`src/hw/rtl/pl_pkg.sv`:
```
// package for the positional list engine
// holds sizes, request and status codes and the cell control struct; no dependencies
package pl_pkg;

  localparam int CAPACITY = 16;
  localparam int DATA_W   = 32;
  localparam int POS_W    = 5;
  localparam int IDX_W    = (CAPACITY > 1) ? $clog2(CAPACITY) : 1;
  localparam int CNT_W    = $clog2(CAPACITY + 1);
  localparam int CMP_W    = (CNT_W > POS_W) ? CNT_W : POS_W;

  typedef enum logic [1:0] {
    ACT_INSERT = 2'd0,
    ACT_DELETE = 2'd1,
    ACT_SEARCH = 2'd2,
    ACT_CLEAR  = 2'd3
  } action_t;

  typedef enum logic [1:0] {
    ST_DONE  = 2'd0,
    ST_EMPTY = 2'd1,
    ST_RANGE = 2'd2
  } status_t;

  typedef enum logic [1:0] {
    OP_HOLD   = 2'd0,
    OP_INSERT = 2'd1,
    OP_DELETE = 2'd2
  } cell_op_t;

  typedef struct packed {
    cell_op_t                  op;
    logic [CMP_W-1:0]          pos;
    logic signed [DATA_W-1:0]  value;
    logic [CMP_W-1:0]          count;
  } cell_ctrl_t;

endpackage

```
`src/hw/rtl/pl_if.sv`:
```
// valid/ready channel interfaces for requests and results
// depends on pl_pkg
interface pl_in_if import pl_pkg::*; ();
  logic                      valid;
  logic                      ready;
  action_t                   action;
  logic signed [DATA_W-1:0]  value;
  logic [POS_W-1:0]          position;

  modport source (output valid, action, value, position, input ready);
  modport sink   (input valid, action, value, position, output ready);
endinterface

interface pl_out_if import pl_pkg::*; ();
  logic              valid;
  logic              ready;
  status_t           status;
  logic              found;
  logic [POS_W-1:0]  count;

  modport source (output valid, status, found, count, input ready);
  modport sink   (input valid, status, found, count, output ready);
endinterface

```
`src/hw/rtl/pl_cell.sv`:
```
// one list cell: holds a single entry, shifts from its neighbours and matches the key
// depends on pl_pkg
module pl_cell
  import pl_pkg::*;
(
  input  logic                      clk,
  input  logic [IDX_W-1:0]          idx_i,
  input  cell_ctrl_t                ctrl_i,
  input  logic signed [DATA_W-1:0]  left_i,
  input  logic signed [DATA_W-1:0]  right_i,
  input  logic                      found_i,
  output logic signed [DATA_W-1:0]  entry_o,
  output logic                      found_o
);

  logic signed [DATA_W-1:0] entry_r;
  logic signed [DATA_W-1:0] entry_nxt;
  logic [CMP_W-1:0]         idx_ext;

  assign idx_ext = CMP_W'(idx_i);

  always_comb begin
    entry_nxt = entry_r;
    case (ctrl_i.op)
      OP_INSERT: begin
        if (idx_ext > ctrl_i.pos) begin
          entry_nxt = left_i;
        end else if (idx_ext == ctrl_i.pos) begin
          entry_nxt = ctrl_i.value;
        end
      end
      OP_DELETE: begin
        if (idx_ext >= ctrl_i.pos) begin
          entry_nxt = right_i;
        end
      end
      default: entry_nxt = entry_r;
    endcase
  end

  always_ff @(posedge clk) begin
    entry_r <= entry_nxt;
  end

  assign entry_o = entry_r;
  assign found_o = found_i | ((idx_ext < ctrl_i.count) && (entry_r == ctrl_i.value));

endmodule

```
`src/hw/rtl/positional_list_engine.sv`:
```
// Positional list engine: an ordered list of up to CAPACITY signed 32-bit values held in
// a row of cells, one entry per cell. Insert, delete, search and clear each take one
// transaction and give one result transaction with status, found flag and count. All cells
// shift or compare together in the cycle a request is accepted. One request can be taken
// every cycle unless a held result is uncollected; the result sits in an output register
// and the next request is taken while it is collected. No clearing pass after reset.
// depends on pl_pkg, pl_if and pl_cell
module positional_list_engine
  import pl_pkg::*;
(
  input  logic       clk,
  input  logic       rst_n,
  pl_in_if.sink      in_ch,
  pl_out_if.source   out_ch
);

  logic [CNT_W-1:0]          count_r;
  logic [CNT_W-1:0]          count_nxt;
  logic                      out_valid_r;
  status_t                   status_r;
  logic                      found_r;
  logic [POS_W-1:0]          out_count_r;
  logic                      in_fire;
  status_t                   status_nxt;
  cell_ctrl_t                ctrl;
  logic [CMP_W-1:0]          pos_ext;
  logic [CMP_W-1:0]          count_ext;
  logic [CMP_W-1:0]          count_nxt_ext;
  logic signed [DATA_W-1:0]  entry [CAPACITY];
  logic [CAPACITY:0]         found_chain;

  assign in_ch.ready = !out_valid_r || out_ch.ready;
  assign in_fire     = in_ch.valid && in_ch.ready;
  assign pos_ext     = CMP_W'(in_ch.position);
  assign count_ext   = CMP_W'(count_r);

  always_comb begin
    ctrl.op    = OP_HOLD;
    ctrl.pos   = pos_ext;
    ctrl.value = in_ch.value;
    ctrl.count = count_ext;
    status_nxt = ST_DONE;
    count_nxt  = count_r;
    case (in_ch.action)
      ACT_INSERT: begin
        if ((count_ext >= CMP_W'(CAPACITY)) || (pos_ext > count_ext)) begin
          status_nxt = ST_RANGE;
        end else begin
          ctrl.op   = in_fire ? OP_INSERT : OP_HOLD;
          count_nxt = count_r + CNT_W'(1);
        end
      end
      ACT_DELETE: begin
        if (count_r == '0) begin
          status_nxt = ST_EMPTY;
        end else if (pos_ext >= count_ext) begin
          status_nxt = ST_RANGE;
        end else begin
          ctrl.op   = in_fire ? OP_DELETE : OP_HOLD;
          count_nxt = count_r - CNT_W'(1);
        end
      end
      ACT_CLEAR: count_nxt = '0;
      default:   count_nxt = count_r;
    endcase
  end

  assign count_nxt_ext = CMP_W'(count_nxt);
  assign found_chain[0] = 1'b0;

  for (genvar g = 0; g < CAPACITY; g++) begin : g_cell
    logic signed [DATA_W-1:0] left_d;
    logic signed [DATA_W-1:0] right_d;
    if (g == 0) begin : g_head
      assign left_d = in_ch.value;
    end else begin : g_mid_l
      assign left_d = entry[g-1];
    end
    if (g == CAPACITY - 1) begin : g_tail
      assign right_d = '0;
    end else begin : g_mid_r
      assign right_d = entry[g+1];
    end
    pl_cell u_cell (
      .clk     (clk),
      .idx_i   (IDX_W'(g)),
      .ctrl_i  (ctrl),
      .left_i  (left_d),
      .right_i (right_d),
      .found_i (found_chain[g]),
      .entry_o (entry[g]),
      .found_o (found_chain[g+1])
    );
  end

  always_ff @(posedge clk) begin
    if (!rst_n) begin
      count_r     <= '0;
      out_valid_r <= 1'b0;
    end else begin
      if (in_fire) begin
        count_r     <= count_nxt;
        out_valid_r <= 1'b1;
      end else if (out_ch.ready) begin
        out_valid_r <= 1'b0;
      end
    end
  end

  always_ff @(posedge clk) begin
    if (in_fire) begin
      status_r    <= status_nxt;
      found_r     <= (in_ch.action == ACT_SEARCH) && found_chain[CAPACITY];
      out_count_r <= count_nxt_ext[POS_W-1:0];
    end
  end

  assign out_ch.valid  = out_valid_r;
  assign out_ch.status = status_r;
  assign out_ch.found  = found_r;
  assign out_ch.count  = out_count_r;

endmodule
```
`src/flat_wrapper.sv`:
```
// flat-port wrapper written by rule: the top's interface ports become plain ports
module positional_list_engine_flat import pl_pkg::*;
  (clk, rst_n, in_ch_valid, in_ch_action, in_ch_value, in_ch_position, in_ch_ready, out_ch_valid, out_ch_status, out_ch_found, out_ch_count, out_ch_ready);
  pl_in_if in_ch_i ();
  pl_out_if out_ch_i ();
  input  logic clk;
  input  logic rst_n;
  input wire logic [$bits(in_ch_i.valid)-1:0] in_ch_valid;
  input wire logic [$bits(in_ch_i.action)-1:0] in_ch_action;
  input wire logic [$bits(in_ch_i.value)-1:0] in_ch_value;
  input wire logic [$bits(in_ch_i.position)-1:0] in_ch_position;
  output wire logic [$bits(in_ch_i.ready)-1:0] in_ch_ready;
  output wire logic [$bits(out_ch_i.valid)-1:0] out_ch_valid;
  output wire logic [$bits(out_ch_i.status)-1:0] out_ch_status;
  output wire logic [$bits(out_ch_i.found)-1:0] out_ch_found;
  output wire logic [$bits(out_ch_i.count)-1:0] out_ch_count;
  input wire logic [$bits(out_ch_i.ready)-1:0] out_ch_ready;
  assign in_ch_i.valid = in_ch_valid;
  assign in_ch_i.action = in_ch_action;
  assign in_ch_i.value = in_ch_value;
  assign in_ch_i.position = in_ch_position;
  assign in_ch_ready = in_ch_i.ready;
  assign out_ch_valid = out_ch_i.valid;
  assign out_ch_status = out_ch_i.status;
  assign out_ch_found = out_ch_i.found;
  assign out_ch_count = out_ch_i.count;
  assign out_ch_i.ready = out_ch_ready;
  positional_list_engine u_core (.clk(clk), .rst_n(rst_n), .in_ch(in_ch_i), .out_ch(out_ch_i));
endmodule
```
`config.mk`:
```
export PLATFORM = sky130hd
export DESIGN_NAME = positional_list_engine_flat
export DESIGN_NICKNAME = d
export VERILOG_FILES = /design/src/hw/rtl/pl_pkg.sv /design/src/hw/rtl/pl_if.sv /design/src/hw/rtl/pl_cell.sv /design/src/hw/rtl/positional_list_engine.sv /design/src/flat_wrapper.sv
export SDC_FILE = /design/constraint.sdc
export NUM_CORES = 2
export LEC_CHECK = 0
export ABC_AREA = 1
export BUFFER_PORTS_ARGS = -buffer_cell sky130_fd_sc_hd__clkbuf_2
export CORE_MARGIN = 4
export CORE_UTILIZATION = 39
export CTS_CLUSTER_DIAMETER = 150
export DETAILED_ROUTE_END_ITERATION = 10
export GPL_ROUTABILITY_DRIVEN = 0
export PLACE_DENSITY = 0.51
export SETUP_SLACK_MARGIN = 0.02
export SYNTH_ARGS = -nofsm -noshare
export SYNTH_HDL_FRONTEND = slang
export SYNTH_SLANG_ARGS = --single-unit
```
`constraint.sdc`:
```
create_clock -name clk -period 7.25 [get_ports clk]
set_clock_uncertainty 0.1 [all_clocks]
set_input_delay 1.0875 -clock clk [delete_from_list [all_inputs] [get_ports clk]]
set_output_delay 1.0875 -clock clk [all_outputs]
set_load 0.03 [all_outputs]
```
======== Word-level counts from Yosys, hierarchy flattened ========
Index checks and enable logic that the tools add are counted.
word-level totals
  register bits ........................... 526
  latch bits .............................. 0
  bits in writable memories ............... 0
  memory bits (read-only) ................. 0
  input port bits ......................... 43
  output and inout bits ................... 10
  logic and storage cells ................. 279
  memories kept ........................... 0
operators by class
  $add $sub $neg .......................... 2
  multipliers ............................. 0
  divide/modulo/power cells ............... 0
  magnitude comparators ................... 51
  equal/unequal tests ..................... 68
  shifts and indexed selects .............. 0
  multiplexer cells ....................... 80
  bitwise operators ....................... 15
  reductions and logical operators ........ 42
operators by type and width
  cell                                                              count
  two-way mux 32 bit                                                48
  case mux 32 bit (2 select lines)                                  16
  == test 32 bit                                                    16
  inequality test 3 bit, second input constant                      16
  AND reduction 3 bit                                               16
  == test 4 x 5 -> 1 bit, first input constant                      8
  greater-or-equal comparator 4 x 5 -> 1 bit, first input constant  8
  greater-than comparator 4 x 5 -> 1 bit, first input constant      8
  less-than comparator 4 x 5 -> 1 bit, first input constant         8
  inequality test 2 bit, second input constant                      16
  == test 3 x 5 -> 1 bit, first input constant                      4
  greater-or-equal comparator 3 x 5 -> 1 bit, first input constant  4
  greater-than comparator 3 x 5 -> 1 bit, first input constant      4
  less-than comparator 3 x 5 -> 1 bit, first input constant         4
  logical AND 1 bit                                                 18
  two-way mux 5 bit                                                 3
  OR 1 bit                                                          15
  case mux 5 bit (3 select lines)                                   1
  two-way mux 2 bit                                                 7
  == test 2 x 5 -> 1 bit, first input constant                      2
  greater-or-equal comparator 1 x 5 -> 1 bit, first input constant  2
  greater-or-equal comparator 2 x 5 -> 1 bit, first input constant  2
  greater-than comparator 1 x 5 -> 1 bit, first input constant      2
  greater-than comparator 2 x 5 -> 1 bit, first input constant      2
  17 further kinds                                                  28

======== Depth between registers and ports, before layout ========
  depth in word-level cells ............... 18
  depth in mapped cells ................... 20
  depth with buffers taken out ............ 17

======== By module ========
Synthesis repeated with hierarchy kept, for this count alone.
unflattened totals
  cell total of the unflattened synthesis .. 6713
  area, all modules ....................... 44760.4 um2
modules (own cells, without submodules)
  module                                  times used  cells each  area an instance (um2)  sequential area each (um2)
  pl_cell (u_core.g_cell[15].u_cell ...)  10          415         2740.1                  960.9
  pl_cell (u_core.g_cell[0].u_cell ...)   6           404         2717.6                  960.9
  positional_list_engine                  1           139         1053.5                  360.3

======== Worst setup path before layout ========
No wires, ideal clock.
  kind .................................... input port to flip-flop
  start point ............................. input in_ch_position[4]
  end point ............................... register u_core.g_cell[9].u_cell.entry_r[0] (enable)
  library setup time ...................... 0.466 ns
  arrival time ............................ 5.827 ns
  data required time ...................... 6.684 ns
  slack ................................... 0.858 ns
  stages .................................. 16
  buffers on the path ..................... 2
  cell sequence ........................... ha_1 nand2_1 nor2_1 nand2_1 nand2_1 nand2_1 nor2_1 nand2_1 ha_1 buf_2 buf_2 nor2_1 inv_1 a21oi_1 inv_1 o21ai_0
on the way
  word-level cells in the longest chain between the ends .. 7
  elaborated cells between the ends (all ways) .. 16
  those cells by class .................... 4 x order compare; 5 x eq/ne; 4 x mux; 3 x reduce/logical
ends and longest elaborated chain
  element                                                                                    RTL line                                                    source
  from (decl)                                                                                flat_wrapper.sv:11                                          input wire logic [$bits(in_ch_i.position)-1:0] in_ch_position;
  greater-or-equal comparator 5 bit / greater-than comparator 5 bit (equally long branches)  positional_list_engine.sv:56, positional_list_engine.sv:46
  two-way mux 2 bit / logical OR 1 bit (equally long branches)                               positional_list_engine.sv:56, positional_list_engine.sv:46
  two-way mux 2 bit, on equally long branches                                                positional_list_engine.sv:54, positional_list_engine.sv:46
  case mux 2 bit (2 select lines)                                                            positional_list_engine.sv:44                                case (in_ch.action)
  == test 2 x 1 -> 1 bit / == test 2 bit (equally long branches)                             pl_cell.sv:24                                               case (ctrl_i.op)
  inequality test 3 bit (no source line), or another cell as far along                       --
  AND reduction 3 bit (no source line) *                                                     --
  to (signal assigned)                                                                       pl_cell.sv:42                                               entry_r <= entry_nxt;
  to (decl)                                                                                  pl_cell.sv:16                                               logic signed [DATA_W-1:0] entry_r;
Mark *: on every way between the ends. The rest lies on a longest branch, timed or not.
A chain may end at the register's enable or synchronous reset.

======== Final worst setup path ========
  start point ............................. register u_core.count_r[2], in the netlist u_core.count_ext[2]
  end point ............................... register u_core.g_cell[13].u_cell.entry_r[20] (data pin)
on the way
  word-level cells in the longest chain between the ends .. 6
  elaborated cells between the ends (all ways) .. 12
  those cells by class .................... 3 x order compare; 2 x eq/ne; 5 x mux; 2 x reduce/logical
ends and longest elaborated chain
  element                                                          RTL line                                                    source
  from (decl)                                                      positional_list_engine.sv:17                                logic [CNT_W-1:0] count_r;
  from (signal assigned)                                           positional_list_engine.sv:102                               count_r <= count_nxt;
  greater-or-equal comparator 5 bit, or another cell as far along  positional_list_engine.sv:56                                end else if (pos_ext >= count_ext) begin
  two-way mux 2 bit / logical OR 1 bit (equally long branches)     positional_list_engine.sv:56, positional_list_engine.sv:46
  two-way mux 2 bit, on equally long branches                      positional_list_engine.sv:54, positional_list_engine.sv:46
  case mux 2 bit (2 select lines) *                                positional_list_engine.sv:44
  == test 2 bit / == test 2 x 1 -> 1 bit (equally long branches)   pl_cell.sv:24
  case mux 32 bit (2 select lines) *                               pl_cell.sv:24
  net u_core.g_cell[13].u_cell.entry_nxt[20]                       pl_cell.sv:17                                               logic signed [DATA_W-1:0] entry_nxt;
  to (signal assigned)                                             pl_cell.sv:42
  to (decl)                                                        pl_cell.sv:16
The timed path passes the listed nets; every way through them passes the cells marked *.

==> results.cfg <==
[global_route]
busiest_layer = met1
grtUsageMet1_pct = 50.95
grt_max_degree = 183
grt_pass1_wl_um = 225700
grt_antenna_before_repair = 11
met2_usage_pct = 48.02
grt_overflow = 0
met3_usage_pct = 7.757
grt_usage_pct = 34.80
grt_pass1_vias = 29563

[setup_path]
criticalPathCategory = flip-flop to flip-flop
crit_arrival_ps = 5420
path_cells = clkinv_1 -> ha_1 -> nand2_1 -> nor2_1 -> nand2_1 -> nand2_1 -> nand2_1 -> nor2_1 -> nand2_1 -> ha_4 -> buf_4 -> inv_8 -> buf_4 -> nand3_1 -> o21ai_0 -> a21oi_1
cp-end-kind = flip-flop
worst_path_max_delay_cell = inv_8
crit_required_ps = 7490
setup.worst_path.start_class = flip-flop
crit_path_max_fanout = 156
cp_slowest_stage_delay_ps = 620
path_buf_inv = 4
cp_top_family = buffers and inverters
cpMostUsedCell = nand2_1

[clock_network]
cts-hold-fix-buffers = 0
cts_made_buffers = 68
path_clk_slew_ps = 60
post_cts_buffers = 0
post_cts_resized = 0
cts_buffer_depth = 3
root_buffer = clkbuf_16
cts_num_sinks = 526
ctsHtreeMaxLevel = 3
clock_latency_ps = 630
cts_tree = done

[detailed_routing]
vias = 32816
wirelength_um = 163400
drtIter0Drc = 5414
ant_nets = 0
drtPass1Iterations = 7
vias_per_cell = 6.103
wl_per_cell_um = 30.38
drc_errors = 0

[yosys]
syn-num-nets = 4342
seq_area_frac_synth_pct = 46.54
synth_area_sq_mm = 0.03381
synth_cells = 4288
synth.avg_cell_area_sq_um = 7.884
synth_ff_type = edfxtp_1
ys_warn_count = 0
synth-seq-cells = 526
synthDistinctLibCells = 37
synth_edf_count = 520
async_flop_share_pct = 0

[status]
outcome = finished clean

[pwr]
ir_drop_v = 0.0001516
power_density_mw_per_mm2 = 226.1
p_total_mw = 8.387
p_leak_nw = 14.28

[sta]
drv_slew = 0
relSlewSlack_pct = 21.84
max_freq_mhz = 193.1
min_period_over_period_pct = 71.44
setup_viol = 0
final-hold-violation-count = 0
tns_ps = 0
worst_slew_pin_slew_ps = 1170
post-route-min-period_ps = 5179
rsz0062_at_grt = no
worst_slack_ps = 2071

[finish]
seq_area_sq_mm = 0.01574
n_fill_cell = 8672
final_nets = 4235
drive_above_1_share_pct = 7.116
final_area_sq_mm = 0.03710
layout_common_cells = 1135 x nand2_1, 520 x edfxtp_1, 496 x o21ai_0, 387 x inv_1, 283 x a21oi_1
multi_input_area_sq_mm = 0.01524
mostFrequentLayoutCell = nand2_1
area_delta_synth_final_pct = 9.745

[floorplan]
fp.dieArea_sq_mm = 0.09146
fp.dieH_um = 302.4
ios = 53
core_sq_mm = 0.08555
rows = 107
die_w_um = 302.4
initial_core_util_pct = 39.52

[placement]
pre_cts_ws_ps = 2001
portBuffers = 52
hpwl_um = 112200
place_area_sq_mm = 0.03504

[worst_hold_path]
holdCritPathClass = flip-flop to flip-flop

[flow_run]
cap_violations = 0
-- flip-flops by register name (all words and copies together), names as in the netlist --
signal / flops
u_core.count_ext: 5
u_core.g_cell.u_cell.entry_o: 512
u_core.out_ch.count: 5
u_core.out_ch.found: 1
u_core.out_ch.status: 2
u_core.out_ch.valid: 1
-- cells in the mapped netlist (2+ instances only) --
master	number	share of area, %
nor3_1	47	0.70
ha_1	11	0.41
buf_2	151	2.2
buf_1	28	0.31
xnor2_1	199	5.2
a211oi_1	4	0.089
nor2_4	6	0.20
o211ai_1	131	2.9
a221oi_1	37	0.96
o21ai_1	89	1.3
a21oi_1	296	4.4
nor2_2	3	0.056
nand4_1	117	2.2
clkinv_1	5	0.056
buf_4	4	0.089
clkbuf_2	3	0.044
nor2_1	274	3.0
o22ai_1	42	0.78
nand3_1	71	1.1
or2_2	4	0.074
inv_1	388	4.3
edfxtp_1	520	46
o221ai_1	2	0.052
a31oi_1	20	0.37
o21ai_0	498	7.4
dfxtp_1	6	0.36
xor2_1	22	0.57
buf_6	6	0.20
nand2_1	1139	13
clkbuf_1	141	1.6
inv_2	18	0.20
-- area by class of cell --
| type | count | share of cell area (%) |
|---|---|---|
| Sequential cell | 526 | 42.41 |
| Timing Repair Buffer | 156 | 2.907 |
| Clock inverter | 34 | 0.6205 |
| Clock buffer | 85 | 4.927 |
| Tap cell | 1144 | 3.858 |
| Inverter | 411 | 4.178 |
| Multi-Input combinational cell | 3018 | 41.08 |
| Antenna cell | 3 | 0.02023 |
-- metal layers --
layer,vias up,share of wire (%)
met5,-,0.035
met4,8,5.9
met3,370,13
met2,2430,40
met1,15666,41
li1,14342,-
-- worst register-to-register path, delay by kind of cell (launching register included) --
| family | cells | cell delay, ps |
|---|---|---|
| AOI/OAI and AO/OA | 2 | 190 |
| adders and majority gates | 2 | 740 |
| buffers and inverters | 4 | 2190 |
| DFF | 1 | 600 |
| and+or+nand+nor | 8 | 1080 |
-- per-stage QoR --
step,instances,hold WS (ps),util (%)
2_1_floorplan,4288,443.1,-
3_3_place_gp,5255,412.4,40.95
3_5_place_dp,5255,411.8,40.95
4_1_cts,5374,431.8,43.36
5_1_grt,5375,482.0,43.36
6_report,5377,425.4,43.37
-- path summary, 6_finish.rpt --
path / from / end / slack, ps / cells after the start
worst max-delay path: u_core.count_ext[2] / u_core.g_cell[13].u_cell.entry_o[20] / 2070 / 16
worst min-delay path: u_core.out_ch.valid / u_core.out_ch.valid / 430 / 2
worst max register to register: u_core.count_ext[2] / u_core.g_cell[13].u_cell.entry_o[20] / 2070 / 16
worst min register to register: u_core.out_ch.valid / u_core.out_ch.valid / 430 / 2
-- logic make-up after synthesis --
family	synth area share (%)
buffers and inverters	9.008
xor gates and xnor gates	5.725
and+or+nand+nor	19.97
DFF	46.54
adders and majority gates	0.4071
AOI/OAI and AO/OA	18.35
-- where the power goes --
group	internal [mW]	switching, mW
registers	3.55	0.127
logic	0.384	1.03
clock network	1.86	1.44
Note: power is estimated with default switching activity, not from simulation.
